### src/sv/mlfqs_pkg.sv
`timescale 1ns / 1ps
package mlfqs_pkg;
  typedef enum logic [2:0] {
    CMD_TICK   = 3'd0,
    CMD_LOAD   = 3'd1,
    CMD_DECAY  = 3'd2,
    CMD_NICE   = 3'd3,
    CMD_QUERY  = 3'd4
  } cmd_e;

  typedef enum logic [3:0] {
    ST_IDLE,
    ST_CLEAR,
    ST_READ,
    ST_EXEC,
    ST_DIV,
    ST_MUL,
    ST_MUL2,
    ST_WRITE,
    ST_PRI,
    ST_PRI2
  } state_e;

  localparam int unsigned PriTop = 63;
  localparam int signed NiceLo = -20;
  localparam int signed NiceHi = 20;
endpackage

### src/sv/mlfqs_ram.sv
`timescale 1ns / 1ps
module mlfqs_ram #(
  parameter int unsigned Width = 32,
  parameter int unsigned Depth = 64
) (
  input  logic                     clk_i,
  input  logic                     we_i,
  input  logic [$clog2(Depth)-1:0] waddr_i,
  input  logic [Width-1:0]         wdata_i,
  input  logic [$clog2(Depth)-1:0] raddr_i,
  output logic [Width-1:0]         rdata_o
);
  logic [Width-1:0] mem_q [Depth];

  always_ff @(posedge clk_i) begin
    if (we_i) begin
      mem_q[waddr_i] <= wdata_i;
    end
    rdata_o <= mem_q[raddr_i];
  end
endmodule

### src/sv/mlfqs_div.sv
`timescale 1ns / 1ps
module mlfqs_div #(
  parameter int unsigned NumW = 48,
  parameter int unsigned DenW = 34
) (
  input  logic            clk_i,
  input  logic            rst_ni,
  input  logic            start_i,
  input  logic [NumW-1:0] num_i,
  input  logic [DenW-1:0] den_i,
  output logic            done_o,
  output logic [NumW-1:0] quot_o
);
  localparam int unsigned CntW = $clog2(NumW + 1);
  localparam int unsigned RemW = DenW + 1;

  logic [NumW-1:0] quo_q, quo_d;
  logic [RemW-1:0] rem_q, rem_d;
  logic [DenW-1:0] den_q, den_d;
  logic [CntW-1:0] cnt_q, cnt_d;
  logic            run_q, run_d, done_q, done_d;
  logic [RemW-1:0] sh;

  always_comb begin
    quo_d  = quo_q;
    rem_d  = rem_q;
    den_d  = den_q;
    cnt_d  = cnt_q;
    run_d  = run_q;
    done_d = 1'b0;
    sh     = {rem_q[RemW-2:0], quo_q[NumW-1]};
    if (start_i) begin
      quo_d = num_i;
      rem_d = '0;
      den_d = den_i;
      cnt_d = CntW'(NumW);
      run_d = 1'b1;
    end else if (run_q) begin
      if (sh >= {1'b0, den_q}) begin
        rem_d = sh - {1'b0, den_q};
        quo_d = {quo_q[NumW-2:0], 1'b1};
      end else begin
        rem_d = sh;
        quo_d = {quo_q[NumW-2:0], 1'b0};
      end
      cnt_d = cnt_q - 1'b1;
      if (cnt_q == CntW'(1)) begin
        run_d  = 1'b0;
        done_d = 1'b1;
      end
    end
  end

  always_ff @(posedge clk_i or negedge rst_ni) begin
    if (!rst_ni) begin
      run_q  <= 1'b0;
      done_q <= 1'b0;
      cnt_q  <= '0;
    end else begin
      run_q  <= run_d;
      done_q <= done_d;
      cnt_q  <= cnt_d;
    end
  end

  always_ff @(posedge clk_i) begin
    quo_q <= quo_d;
    rem_q <= rem_d;
    den_q <= den_d;
  end

  assign done_o = done_q;
  assign quot_o = quo_q;
endmodule

### src/sv/mlfqs_priority_engine_unit.sv
`timescale 1ns / 1ps
// Each command steps through READ, EXEC, WRITE, PRI and PRI2 before the
// registered result strobe; decay adds DIV (skipped when 2*load+1 is not
// positive), MUL and MUL2, with DIV waiting on the bit-serial divider (47
// quotient bits, one per cycle). One command at a time; busy stays high until
// the result strobe, so no new beat is taken before the last one is through.
// After reset a clearing pass zeroes the thread tables; busy is high during it. The receiver cannot stall the result.
module mlfqs_priority_engine_unit
  import mlfqs_pkg::*;
#(
  parameter int unsigned THREADS   = 64,
  parameter int unsigned FRAC_BITS = 14
) (
  input  logic              clk_i,
  input  logic              rst_ni,
  input  logic              start,
  output logic              busy,
  input  logic [2:0]        command_i,
  input  logic [5:0]        thread_index_i,
  input  logic              cpu_idle_i,
  input  logic [6:0]        ready_count_i,
  input  logic signed [5:0] nice_value_i,
  output logic              strobe_o,
  output logic [5:0]        priority_res_o,
  output logic [30:0]       load_average_o,
  output logic signed [31:0] recent_cpu_out_o
);
  localparam int unsigned AW   = (THREADS > 1) ? $clog2(THREADS) : 1;
  localparam int unsigned NumW = 33 + FRAC_BITS;
  localparam int unsigned DenW = 34;
  localparam longint K59 = (64'sd59 <<< FRAC_BITS) / 60;
  localparam longint K1  = (64'sd1 <<< FRAC_BITS) / 60;
  localparam longint OneFp = 64'sd1 <<< FRAC_BITS;

  state_e st_q, st_d;
  logic [AW-1:0] idx_q, idx_d, clr_q, clr_d;
  logic [2:0] cmd_q;
  logic idle_q;
  logic [6:0] ready_q;
  logic signed [5:0] nicein_q;
  logic signed [31:0] load_q, load_d;
  logic signed [31:0] rc_q, rc_d;
  logic signed [5:0] ni_q, ni_d;
  logic signed [63:0] prod_q, prod_d;
  logic signed [33:0] pri_q, pri_d;
  logic [5:0] pres_q, pres_d;
  logic strobe_q, strobe_d;

  logic rc_we, ni_we;
  logic [AW-1:0] waddr;
  logic [31:0] rc_wdata, rc_rdata;
  logic [5:0] ni_wdata, ni_rdata;
  logic div_start, div_done;
  logic [NumW-1:0] div_num, div_q;
  logic [DenW-1:0] div_den;
  logic signed [33:0] two_load;
  logic signed [31:0] rc_rd_s;
  logic signed [5:0] ni_rd_s;
  logic [AW-1:0] idx_in;
  logic signed [47:0] mul_res;

  function automatic logic signed [31:0] sat32(input logic signed [63:0] v);
    if (v > 64'sd2147483647) begin
      return 32'sh7fffffff;
    end else if (v < -64'sd2147483648) begin
      return 32'sh80000000;
    end
    return v[31:0];
  endfunction

  // index modulo THREADS by shift and compare-subtract
  function automatic logic [AW-1:0] wrap_idx(input logic [5:0] v);
    logic [10:0] r;
    r = '0;
    for (int i = 5; i >= 0; i--) begin
      r = {r[9:0], v[i]};
      if (r >= 11'(THREADS)) r = r - 11'(THREADS);
    end
    return AW'(r);
  endfunction

  assign idx_in  = wrap_idx(thread_index_i);
  assign rc_rd_s = rc_rdata;
  assign ni_rd_s = ni_rdata;
  assign two_load = {load_q[31], load_q, 1'b0};

  mlfqs_ram #(.Width(32), .Depth(THREADS)) u_rc (
    .clk_i, .we_i(rc_we), .waddr_i(waddr), .wdata_i(rc_wdata),
    .raddr_i(idx_q), .rdata_o(rc_rdata));
  mlfqs_ram #(.Width(6), .Depth(THREADS)) u_ni (
    .clk_i, .we_i(ni_we), .waddr_i(waddr), .wdata_i(ni_wdata),
    .raddr_i(idx_q), .rdata_o(ni_rdata));

  assign div_num = NumW'($unsigned(two_load)) << FRAC_BITS;
  assign div_den = DenW'($unsigned(two_load + 34'(OneFp)));

  mlfqs_div #(.NumW(NumW), .DenW(DenW)) u_div (
    .clk_i, .rst_ni, .start_i(div_start), .num_i(div_num), .den_i(div_den),
    .done_o(div_done), .quot_o(div_q));

  // decay factor is below 1.0, so it fits in 16 bits
  assign mul_res = $signed({1'b0, prod_q[15:0]}) * rc_q;

  always_comb begin
    st_d = st_q;
    case (st_q)
      ST_CLEAR: if (clr_q == AW'(THREADS - 1)) st_d = ST_IDLE;
      ST_IDLE:  if (start) st_d = ST_READ;
      ST_READ:  st_d = ST_EXEC;
      ST_EXEC: begin
        if (cmd_q == CMD_DECAY) begin
          st_d = (load_q < 0 && two_load + 34'(OneFp) <= 0) ? ST_MUL : ST_DIV;
        end else begin
          st_d = ST_WRITE;
        end
      end
      ST_DIV:   if (div_done) st_d = ST_MUL;
      ST_MUL:   st_d = ST_MUL2;
      ST_MUL2:  st_d = ST_WRITE;
      ST_WRITE: st_d = ST_PRI;
      ST_PRI:   st_d = ST_PRI2;
      ST_PRI2:  st_d = ST_IDLE;
      default:  st_d = ST_IDLE;
    endcase
  end

  always_comb begin
    busy      = (st_q != ST_IDLE);
    div_start = (st_q == ST_EXEC) && (cmd_q == CMD_DECAY);
    rc_we     = (st_q == ST_CLEAR) || ((st_q == ST_WRITE) &&
                ((cmd_q == CMD_TICK) || (cmd_q == CMD_DECAY)));
    ni_we     = (st_q == ST_CLEAR) || ((st_q == ST_WRITE) && (cmd_q == CMD_NICE));
    waddr     = (st_q == ST_CLEAR) ? clr_q : idx_q;
    rc_wdata  = (st_q == ST_CLEAR) ? '0 : rc_q;
    ni_wdata  = (st_q == ST_CLEAR) ? '0 : ni_q;
  end

  always_comb begin
    clr_d    = (st_q == ST_CLEAR) ? clr_q + 1'b1 : clr_q;
    idx_d    = idx_q;
    load_d   = load_q;
    rc_d     = rc_q;
    ni_d     = ni_q;
    prod_d   = prod_q;
    pri_d    = pri_q;
    pres_d   = pres_q;
    strobe_d = 1'b0;
    case (st_q)
      ST_IDLE: if (start) idx_d = idx_in;
      ST_EXEC: begin
        rc_d = rc_rd_s;
        ni_d = ni_rd_s;
        case (cmd_q)
          CMD_TICK: begin
            if (!idle_q) rc_d = sat32(64'(rc_rd_s) + OneFp);
          end
          CMD_LOAD: begin
            load_d = sat32(((K59 * 64'(load_q)) >>> FRAC_BITS) +
                     K1 * 64'({1'b0, ready_q} + (idle_q ? 8'd0 : 8'd1)));
          end
          CMD_NICE: begin
            if (nicein_q < 6'(NiceLo)) ni_d = 6'(NiceLo);
            else if (nicein_q > 6'(NiceHi)) ni_d = 6'(NiceHi);
            else ni_d = nicein_q;
          end
          default: ;
        endcase
        prod_d = '0;
      end
      ST_DIV: if (div_done) prod_d = 64'($signed({1'b0, div_q[32:0]}));
      ST_MUL: prod_d = 64'(mul_res);
      ST_MUL2: rc_d = sat32((prod_q >>> FRAC_BITS) + (64'(ni_q) <<< FRAC_BITS));
      ST_WRITE: begin
        pri_d = (34'(PriTop) <<< FRAC_BITS) -
                34'((rc_q < 0) ? -((-64'(rc_q)) >>> 2) : (64'(rc_q) >>> 2));
      end
      ST_PRI: begin
        pri_d = (pri_q - (34'(ni_q) <<< (FRAC_BITS + 1))) >>> FRAC_BITS;
      end
      ST_PRI2: begin
        if (pri_q < 0) pres_d = '0;
        else if (pri_q > 34'(PriTop)) pres_d = 6'(PriTop);
        else pres_d = pri_q[5:0];
        strobe_d = 1'b1;
      end
      default: ;
    endcase
  end

  always_ff @(posedge clk_i or negedge rst_ni) begin
    if (!rst_ni) begin
      st_q     <= ST_CLEAR;
      clr_q    <= '0;
      load_q   <= '0;
      strobe_q <= 1'b0;
    end else begin
      st_q     <= st_d;
      clr_q    <= clr_d;
      load_q   <= load_d;
      strobe_q <= strobe_d;
    end
  end

  always_ff @(posedge clk_i) begin
    idx_q  <= idx_d;
    rc_q   <= rc_d;
    ni_q   <= ni_d;
    prod_q <= prod_d;
    pri_q  <= pri_d;
    pres_q <= pres_d;
    if (st_q == ST_IDLE && start) begin
      cmd_q    <= command_i;
      idle_q   <= cpu_idle_i;
      ready_q  <= ready_count_i;
      nicein_q <= nice_value_i;
    end
  end

  assign strobe_o         = strobe_q;
  assign priority_res_o   = pres_q;
  assign load_average_o   = load_q[30:0];
  assign recent_cpu_out_o = rc_q;
endmodule
### config.mk
export PLATFORM = sky130hd
export DESIGN_NAME = mlfqs_priority_engine_unit
export DESIGN_NICKNAME = d
export VERILOG_FILES = /design/src/sv/mlfqs_pkg.sv /design/src/sv/mlfqs_ram.sv /design/src/sv/mlfqs_div.sv /design/src/sv/mlfqs_priority_engine_unit.sv
export SDC_FILE = /design/constraint.sdc
export NUM_CORES = 2
export LEC_CHECK = 0
export BUFFER_PORTS_ARGS = -buffer_cell sky130_fd_sc_hd__buf_2
export CORE_AREA = 5 5 477 479
export DETAILED_ROUTE_END_ITERATION = 12
export DIE_AREA = 0 0 482 484
export GPL_ROUTABILITY_DRIVEN = 0
export PLACE_DENSITY_LB_ADDON = 0.25
export RECOVER_POWER = 50
export SLEW_MARGIN = 20
export SYNTH_ARGS = -nofsm -noshare
export SYNTH_HDL_FRONTEND = slang
export SYNTH_HIERARCHICAL = 1
export SYNTH_SLANG_ARGS = --single-unit
### constraint.sdc
create_clock -name clk_i -period 10.35 [get_ports clk_i]
set_input_delay 1.035 -clock clk_i [delete_from_list [all_inputs] [get_ports clk_i]]
set_output_delay 1.035 -clock clk_i [all_outputs]
set_load 0.03 [all_outputs]
# Word level (Yosys, flattened, before mapping)
# Memory sizes are Yosys's and may differ from the RTL's. A register that Yosys moved wholly into a read port is not among the register bits.
# Index checks and enable logic that the tools add are counted.
# W data, S select, Z words.
[word_totals] output_inout_bits=71 memories=2 elab_cells=147 input_bits=26 ff_bits=331 ram_bits=2432
[op_classes] magnitude_cmp=14 reduce_logical=19 addsub=12 mul=3 eq_ne=17 muxes=59
[memory_table] memory="u_rc.mem_q" words=64 width=32 read_ports=1 rd_ports_with_merged_regs=1 write_ports=1 line="mlfqs_ram.sv:13" rtl="logic [Width-1:0] mem_q [Depth];"
[memory_table] memory="u_ni.mem_q" words=64 width=6 read_ports=1 rd_ports_with_merged_regs=1 write_ports=1 line="mlfqs_ram.sv:13"
[op_table] cell="$mux W32" n=12
[op_table] cell="$pmux W64 S3" n=1
[op_table] cell="$mux W47" n=2
[op_table] cell="$mux W34" n=2
[op_table] cell="$pmux W34 S2" n=1
[op_table] cell="$lt A32 B1 Y1 const B" n=2
[op_table] cell="$mul A13 B64 Y63 const A" n=1
[op_table] cell="$mux W64" n=1
[op_table] cell="$pmux W32 S2" n=1
[op_table] cell="$lt A52 B32 Y1 const B" n=1
[op_table] cell="$add A50 B17 Y51" n=1
[op_table] cell="$add A50 B20 Y51" n=1
[op_table] cell="$gt A51 B31 Y1 const B" n=1
[op_table] cell="$gt A51 B32 Y1 const B" n=1
[op_table] cell="$lt A51 B32 Y1 const B" n=1
[op_table] cell="$mul A17 B32 Y48" n=1
[op_table] cell="$mux W6" n=8
[op_table] cell="$neg A32 Y36" n=1
[op_table] cell="$pmux W4 S9" n=1
[op_table] cell="$ge A35 B34 Y1" n=1
[op_table] cell="$add A33 B16 Y34 const B" n=1
[op_table] cell="$gt A34 B6 Y1 const B" n=1
[op_table] cell="$le A34 B1 Y1 const B" n=1
[op_table] cell="$lt A34 B1 Y1 const B" n=1
[op_table] cell="35 further kinds" n=79

# Logic depth before layout (Yosys ltp)
[depth] ltp_word=11 ltp_mapped=38

# Cells and area by module
# The synthesis kept the hierarchy.
[modules_own_cells] module="mlfqs_ram (u_rc)" cells_each=3324 seq_area_each_um2=62139.6 instances=1 area_each_um2=78515.3
[modules_own_cells] module="mlfqs_priority_engine_unit" cells_each=4446 seq_area_each_um2=5551.6 instances=1 area_each_um2=40929.3
[modules_own_cells] module="mlfqs_ram (u_ni)" cells_each=720 seq_area_each_um2=11651.2 instances=1 area_each_um2=15225.9
[modules_own_cells] module="mlfqs_div" cells_each=653 seq_area_each_um2=3313.2 instances=1 area_each_um2=6927.9

# Worst setup path before layout
# OpenSTA, ideal clock, no wires.
[synth_path] path_type="reg2reg" from="reg load_q[3]" to="reg load_q[30]" setup_ns=0.126 slack_ns=1.576 arrival_ns=8.648 stages_incl_launch_ff=32 required_ns=10.224 n_path_buf=0 path_cell_list="dfrtp_1 inv_1 fa_1 fa_1 inv_1 fa_1 fa_1 inv_1 fa_1 inv_1 ha_1 nand4_1 nor4_1 nor3_1 o21ai_0 xor2_1 ha_1 ha_1 ha_1 fa_1 ha_1 a21oi_1 o21ai_0 nand2_1 o311ai_0 a21oi_1 nor2_1 nand4_1 nor4_2 o2111a_1 o221ai_4 o32a_1"
[synth_via] elab_chain_len=8 word_cells_on_any_way=10 classes_between="add/sub: 1; mul: 1; order compare: 2; mux: 6"
[synth_rtl] item="start: declaration" line="mlfqs_priority_engine_unit.sv:41" rtl="logic signed [31:0] load_q, load_d;"
[synth_rtl] item="start signal: assignment" line="mlfqs_priority_engine_unit.sv:199" rtl="load_q <= load_d;"
[synth_rtl] item="$mul A13 B64 Y63 *" line="mlfqs_priority_engine_unit.sv:158" rtl="load_d = sat32(((K59 * 64'(load_q)) >>> FRAC_BITS) +"
[synth_rtl] item="$add A50 B17 Y51 *" line="mlfqs_priority_engine_unit.sv:158"
[synth_rtl] item="$lt A52 B32 Y1" line="mlfqs_priority_engine_unit.sv:65" rtl="end else if (v < -64'sd2147483648) begin"
[synth_rtl] item="$mux W1" line="mlfqs_priority_engine_unit.sv:65"
[synth_rtl] item="$mux W1" line="mlfqs_priority_engine_unit.sv:63" rtl="if (v > 64'sd2147483647) begin"
[synth_rtl] item="$mux W1" line="mlfqs_priority_engine_unit.sv:153" rtl="case (cmd_q)"
[synth_rtl] item="$mux W1" line="mlfqs_priority_engine_unit.sv:148" rtl="case (st_q)"
[synth_rtl] item="$mux W32 *" line="mlfqs_priority_engine_unit.sv:68" rtl="return v[31:0];"
# Every way passes the cells marked *; elsewhere a longest branch is shown, timed or not. The select of a mux whose other input is x is not followed.
# A chain may end at the register's enable or synchronous reset.

# Worst setup path after layout
[layout_path] from="reg load_q[6]" to="reg load_q[30]"
# Same word-level chain as after synthesis.

==> results_dict.tcl <==
set metrics [dict create \
    drt-initial-drc-count 11100 \
    die-area_um2 233000 \
    dp.cells 12000 \
    avgViaCountPerCell 6.69 \
    clock_skew_ns 0.109 \
    rr_startpoint "load_q[6]" \
    clk_latency_ns 0.96 \
    grt_pass1_vias 86900 \
    yosys_warnings 6 \
    post-route-period-util 0.949 \
    synth_cell_types 103 \
    async_flop_share 0.0183 \
    hpwl_um 227000 \
    cts_num_sinks 2785 \
    num_rows 174 \
    yosysTopAreaCellShare 0.565 \
    grt_first_pass_wirelength_um 562000 \
    fin_nets 10500 \
    fp.coreArea_um2 223000 \
    initial_utilization 0.635 \
    remaining_drc_errors 0 \
    grt_max_degree 119 \
    hp-class "input port to flip-flop" \
    die_height_um 484 \
    cts_resized 0 \
    port_buffers 96 \
    arrival_ns 10.58 \
    ys.flop_type "edfxtp_1" \
    drive_gt1_frac 0.155 \
    worstRegToRegCells 32 \
    cts_hold_buf 0 \
    start_kind "flip-flop" \
    cpPeakStageDelay_ns 0.59 \
    cp-startpoint "load_q[6]" \
    htreeDepth 5 \
    critPathKind "flip-flop to flip-flop" \
    ant_nets 0 \
    busiest_layer "met2" \
    clk_path_buf_depth 4 \
    grt_util_all_layers 0.327 \
    multiInputGateArea_um2 54100 \
    max_freq_ghz 0.102 \
    root_buffer "clkbuf_16" \
    netlist_instances 9143 \
    tightest_slew_ns 4.09 \
    synth_edf_count 2662 \
    status "finished with violations" \
    fill_cells 14100 \
    syn_area_um2 142000 \
    maxSlewViolCount 2823 \
    fin_cells 12500 \
    relSlewSlack -1.73 \
    fin_util 0.695 \
    ys_seq_elements 2785 \
    wl_um 377000 \
    regArea_um2 82700 \
    grtUsageMet3 0.0685 \
    max_cap_violations 51 \
    syn_avg_cell_area_um2 15.5 \
    clk_pin_slew_ns 0.06 \
    cts_tree "done" \
    wl_per_cell_um 30.1 \
    dr.pass1.iters 8 \
    gr-usage-met1 0.436 \
    fp.dieW_um 482 \
    cts_buffers 293 \
    yosysSeqAreaShare 0.584 \
    pin_count 97 \
    vias 83800 \
    fin_crit_ns 9.82 \
    cp_max_fo 31 \
    synth.area.top_cells "edfxtp_1, fa_1, mux4_2" \
    cp.required_ns 11.11 \
    postCtsSetupRepairBufs 0 \
    crit_slowest_cell "fa_1" \
    finalSetupViolations 0 \
    cp-end-kind "flip-flop" \
    antenna_found_initial 11 \
    cp_common_cell "fa_1" \
    synth_top_area_cell "edfxtp_1" \
    area_growth_pct 9.57 \
    violations "capacitance limit, slew limit" \
    worstSetupEndpoint "load_q[30]" \
    grt_overflow 0 \
    grtUsageMet2 0.523 \
    timing.rr.end "load_q[30]" \
    hold_violations 0 \
    r2r_slack_ns 0.53 \
]
==> cells in the mapped netlist (72+ instances only) <==
library cell     n
ha_1           365
nand3_1         87
dfxtp_1         72
nand2_1        591
nor3_1          84
inv_1          924
a21oi_1        267
xor2_1          88
clkbuf_1       294
o22ai_1         99
o21ai_0        186
edfxtp_1      2662
xnor2_1        154
fa_1           745
nor2_1         421
buf_2           74
and2_1         209
mux4_2         631
mux2i_1        138
==> cells in the final DEF (no fill, tap or decap), types with 38 or more instances in the layout <==
master     netlist  routed
nor2_1         421     344
nor2_4           0      76
a31oi_1         38      38
mux4_2         631     631
buf_2           74      48
xnor2_1        154     154
ha_1           365     365
and2_1         209     209
clkinv_2         0      45
nand3_1         87      87
dfrtp_1         50      47
nor3_1          84      81
mux2i_1        138     138
o22ai_1         99      99
buf_4           59     173
a21oi_1        267     264
nand2b_1        44      44
fa_1           745     745
nor2b_1         66      48
nand2_1        591     591
clkbuf_16        0     302
a211oi_1        41      41
clkbuf_1       294     163
dfxtp_1         72      72
xor2_1          88      88
edfxtp_1      2662    2662
clkinv_1         0      53
mux2_2          64      60
a21o_1          64      64
o21ai_0        186     186
nand4_1         53      53
inv_1          924     923
==> critical path: cells and delay by family, from the launching register on <==
family / cells / cell delay, ns
AND/OR/NAND/NOR: 5 / 1.22
AO/OA/AOI/OAI: 11 / 2.56
XOR/XNOR: 1 / 0.19
adder cells (fa/ha/maj): 11 / 4.52
buffers and inverters: 4 / 0.68
flip-flops: 1 / 0.50
==> how the worst min path moves through the flow <==
stage               cells past startpoint         startpoint  slack (ns)              end
floorplan                               2    u_div/rem_q[32]        0.45  u_div/rem_q[32]
global placement                        1    u_div/rem_q[33]        0.47  u_div/rem_q[33]
detailed placement                      1    u_div/rem_q[33]        0.48  u_div/rem_q[33]
global route                            1    nice_value_i[2]        0.24      nicein_q[2]
CTS                                     1  thread_index_i[0]        0.23         idx_q[0]
finish                                  1    nice_value_i[0]        0.28      nicein_q[0]
==> cell type report <==
type / instances / share of cell area
Multi-Input combinational cell: 4978 / 0.349
Inverter: 924 / 0.0224
Clock inverter: 144 / 0.00856
Tap cell: 2992 / 0.0241
Antenna cell: 7 / 0.000113
Sequential cell: 2785 / 0.533
Timing Repair Buffer: 333 / 0.0133
Clock buffer: 361 / 0.0503
==> stage by stage <==
step	hold WS [ns]	setup WS (ns)	TNS, ns	instance area [um^2]
2_1_floorplan	0.448	1.58	0	142000
3_3_place_gp	0.469	0.423	0	146000
3_5_place_dp	0.479	0.235	0	146000
4_1_cts	0.226	0.172	0	155000
5_1_grt	0.243	-0.0301	-0.0301	155000
6_report	0.277	0.530	0	155000
==> sequential cells by signal (all words and copies together) (netlist names), 3 cells and up <==
signal            count
u_div/quot_o         47
nicein_q              6
recent_cpu_out_o     32
st_q                  4
ni_q                  6
idx_q                 6
u_ni/mem_q          384
u_rc/rdata_o         32
load_q               32
u_div/cnt_q           6
clr_q                 6
prod_q               48
u_div/den_q          34
u_ni/rdata_o          6
pri_q                34
cmd_q                 3
u_rc/mem_q         2048
priority_res_o        6
ready_q               7
u_div/rem_q          34
==> cells by family after synthesis <==
kind of cell             Yosys count  synth area share
AO/OA/AOI/OAI                   1036            0.0486
XOR/XNOR                         242            0.0150
adder cells (fa/ha/maj)         1110             0.138
buffers and inverters           1395            0.0403
flip-flops                      2785             0.584
multiplexers                     839             0.116
other                              1         0.0000265
AND/OR/NAND/NOR                 1735            0.0585
==> per-layer routing <==
metal,vias up,part of all wire
li1,34100,-
met4,0,0.059
met1,42800,0.34
met5,-,0
met2,5743,0.48
met3,1122,0.12
Power is not shown: default switching activity piles up to over one toggle a cycle in this logic, so the estimate is an artifact.
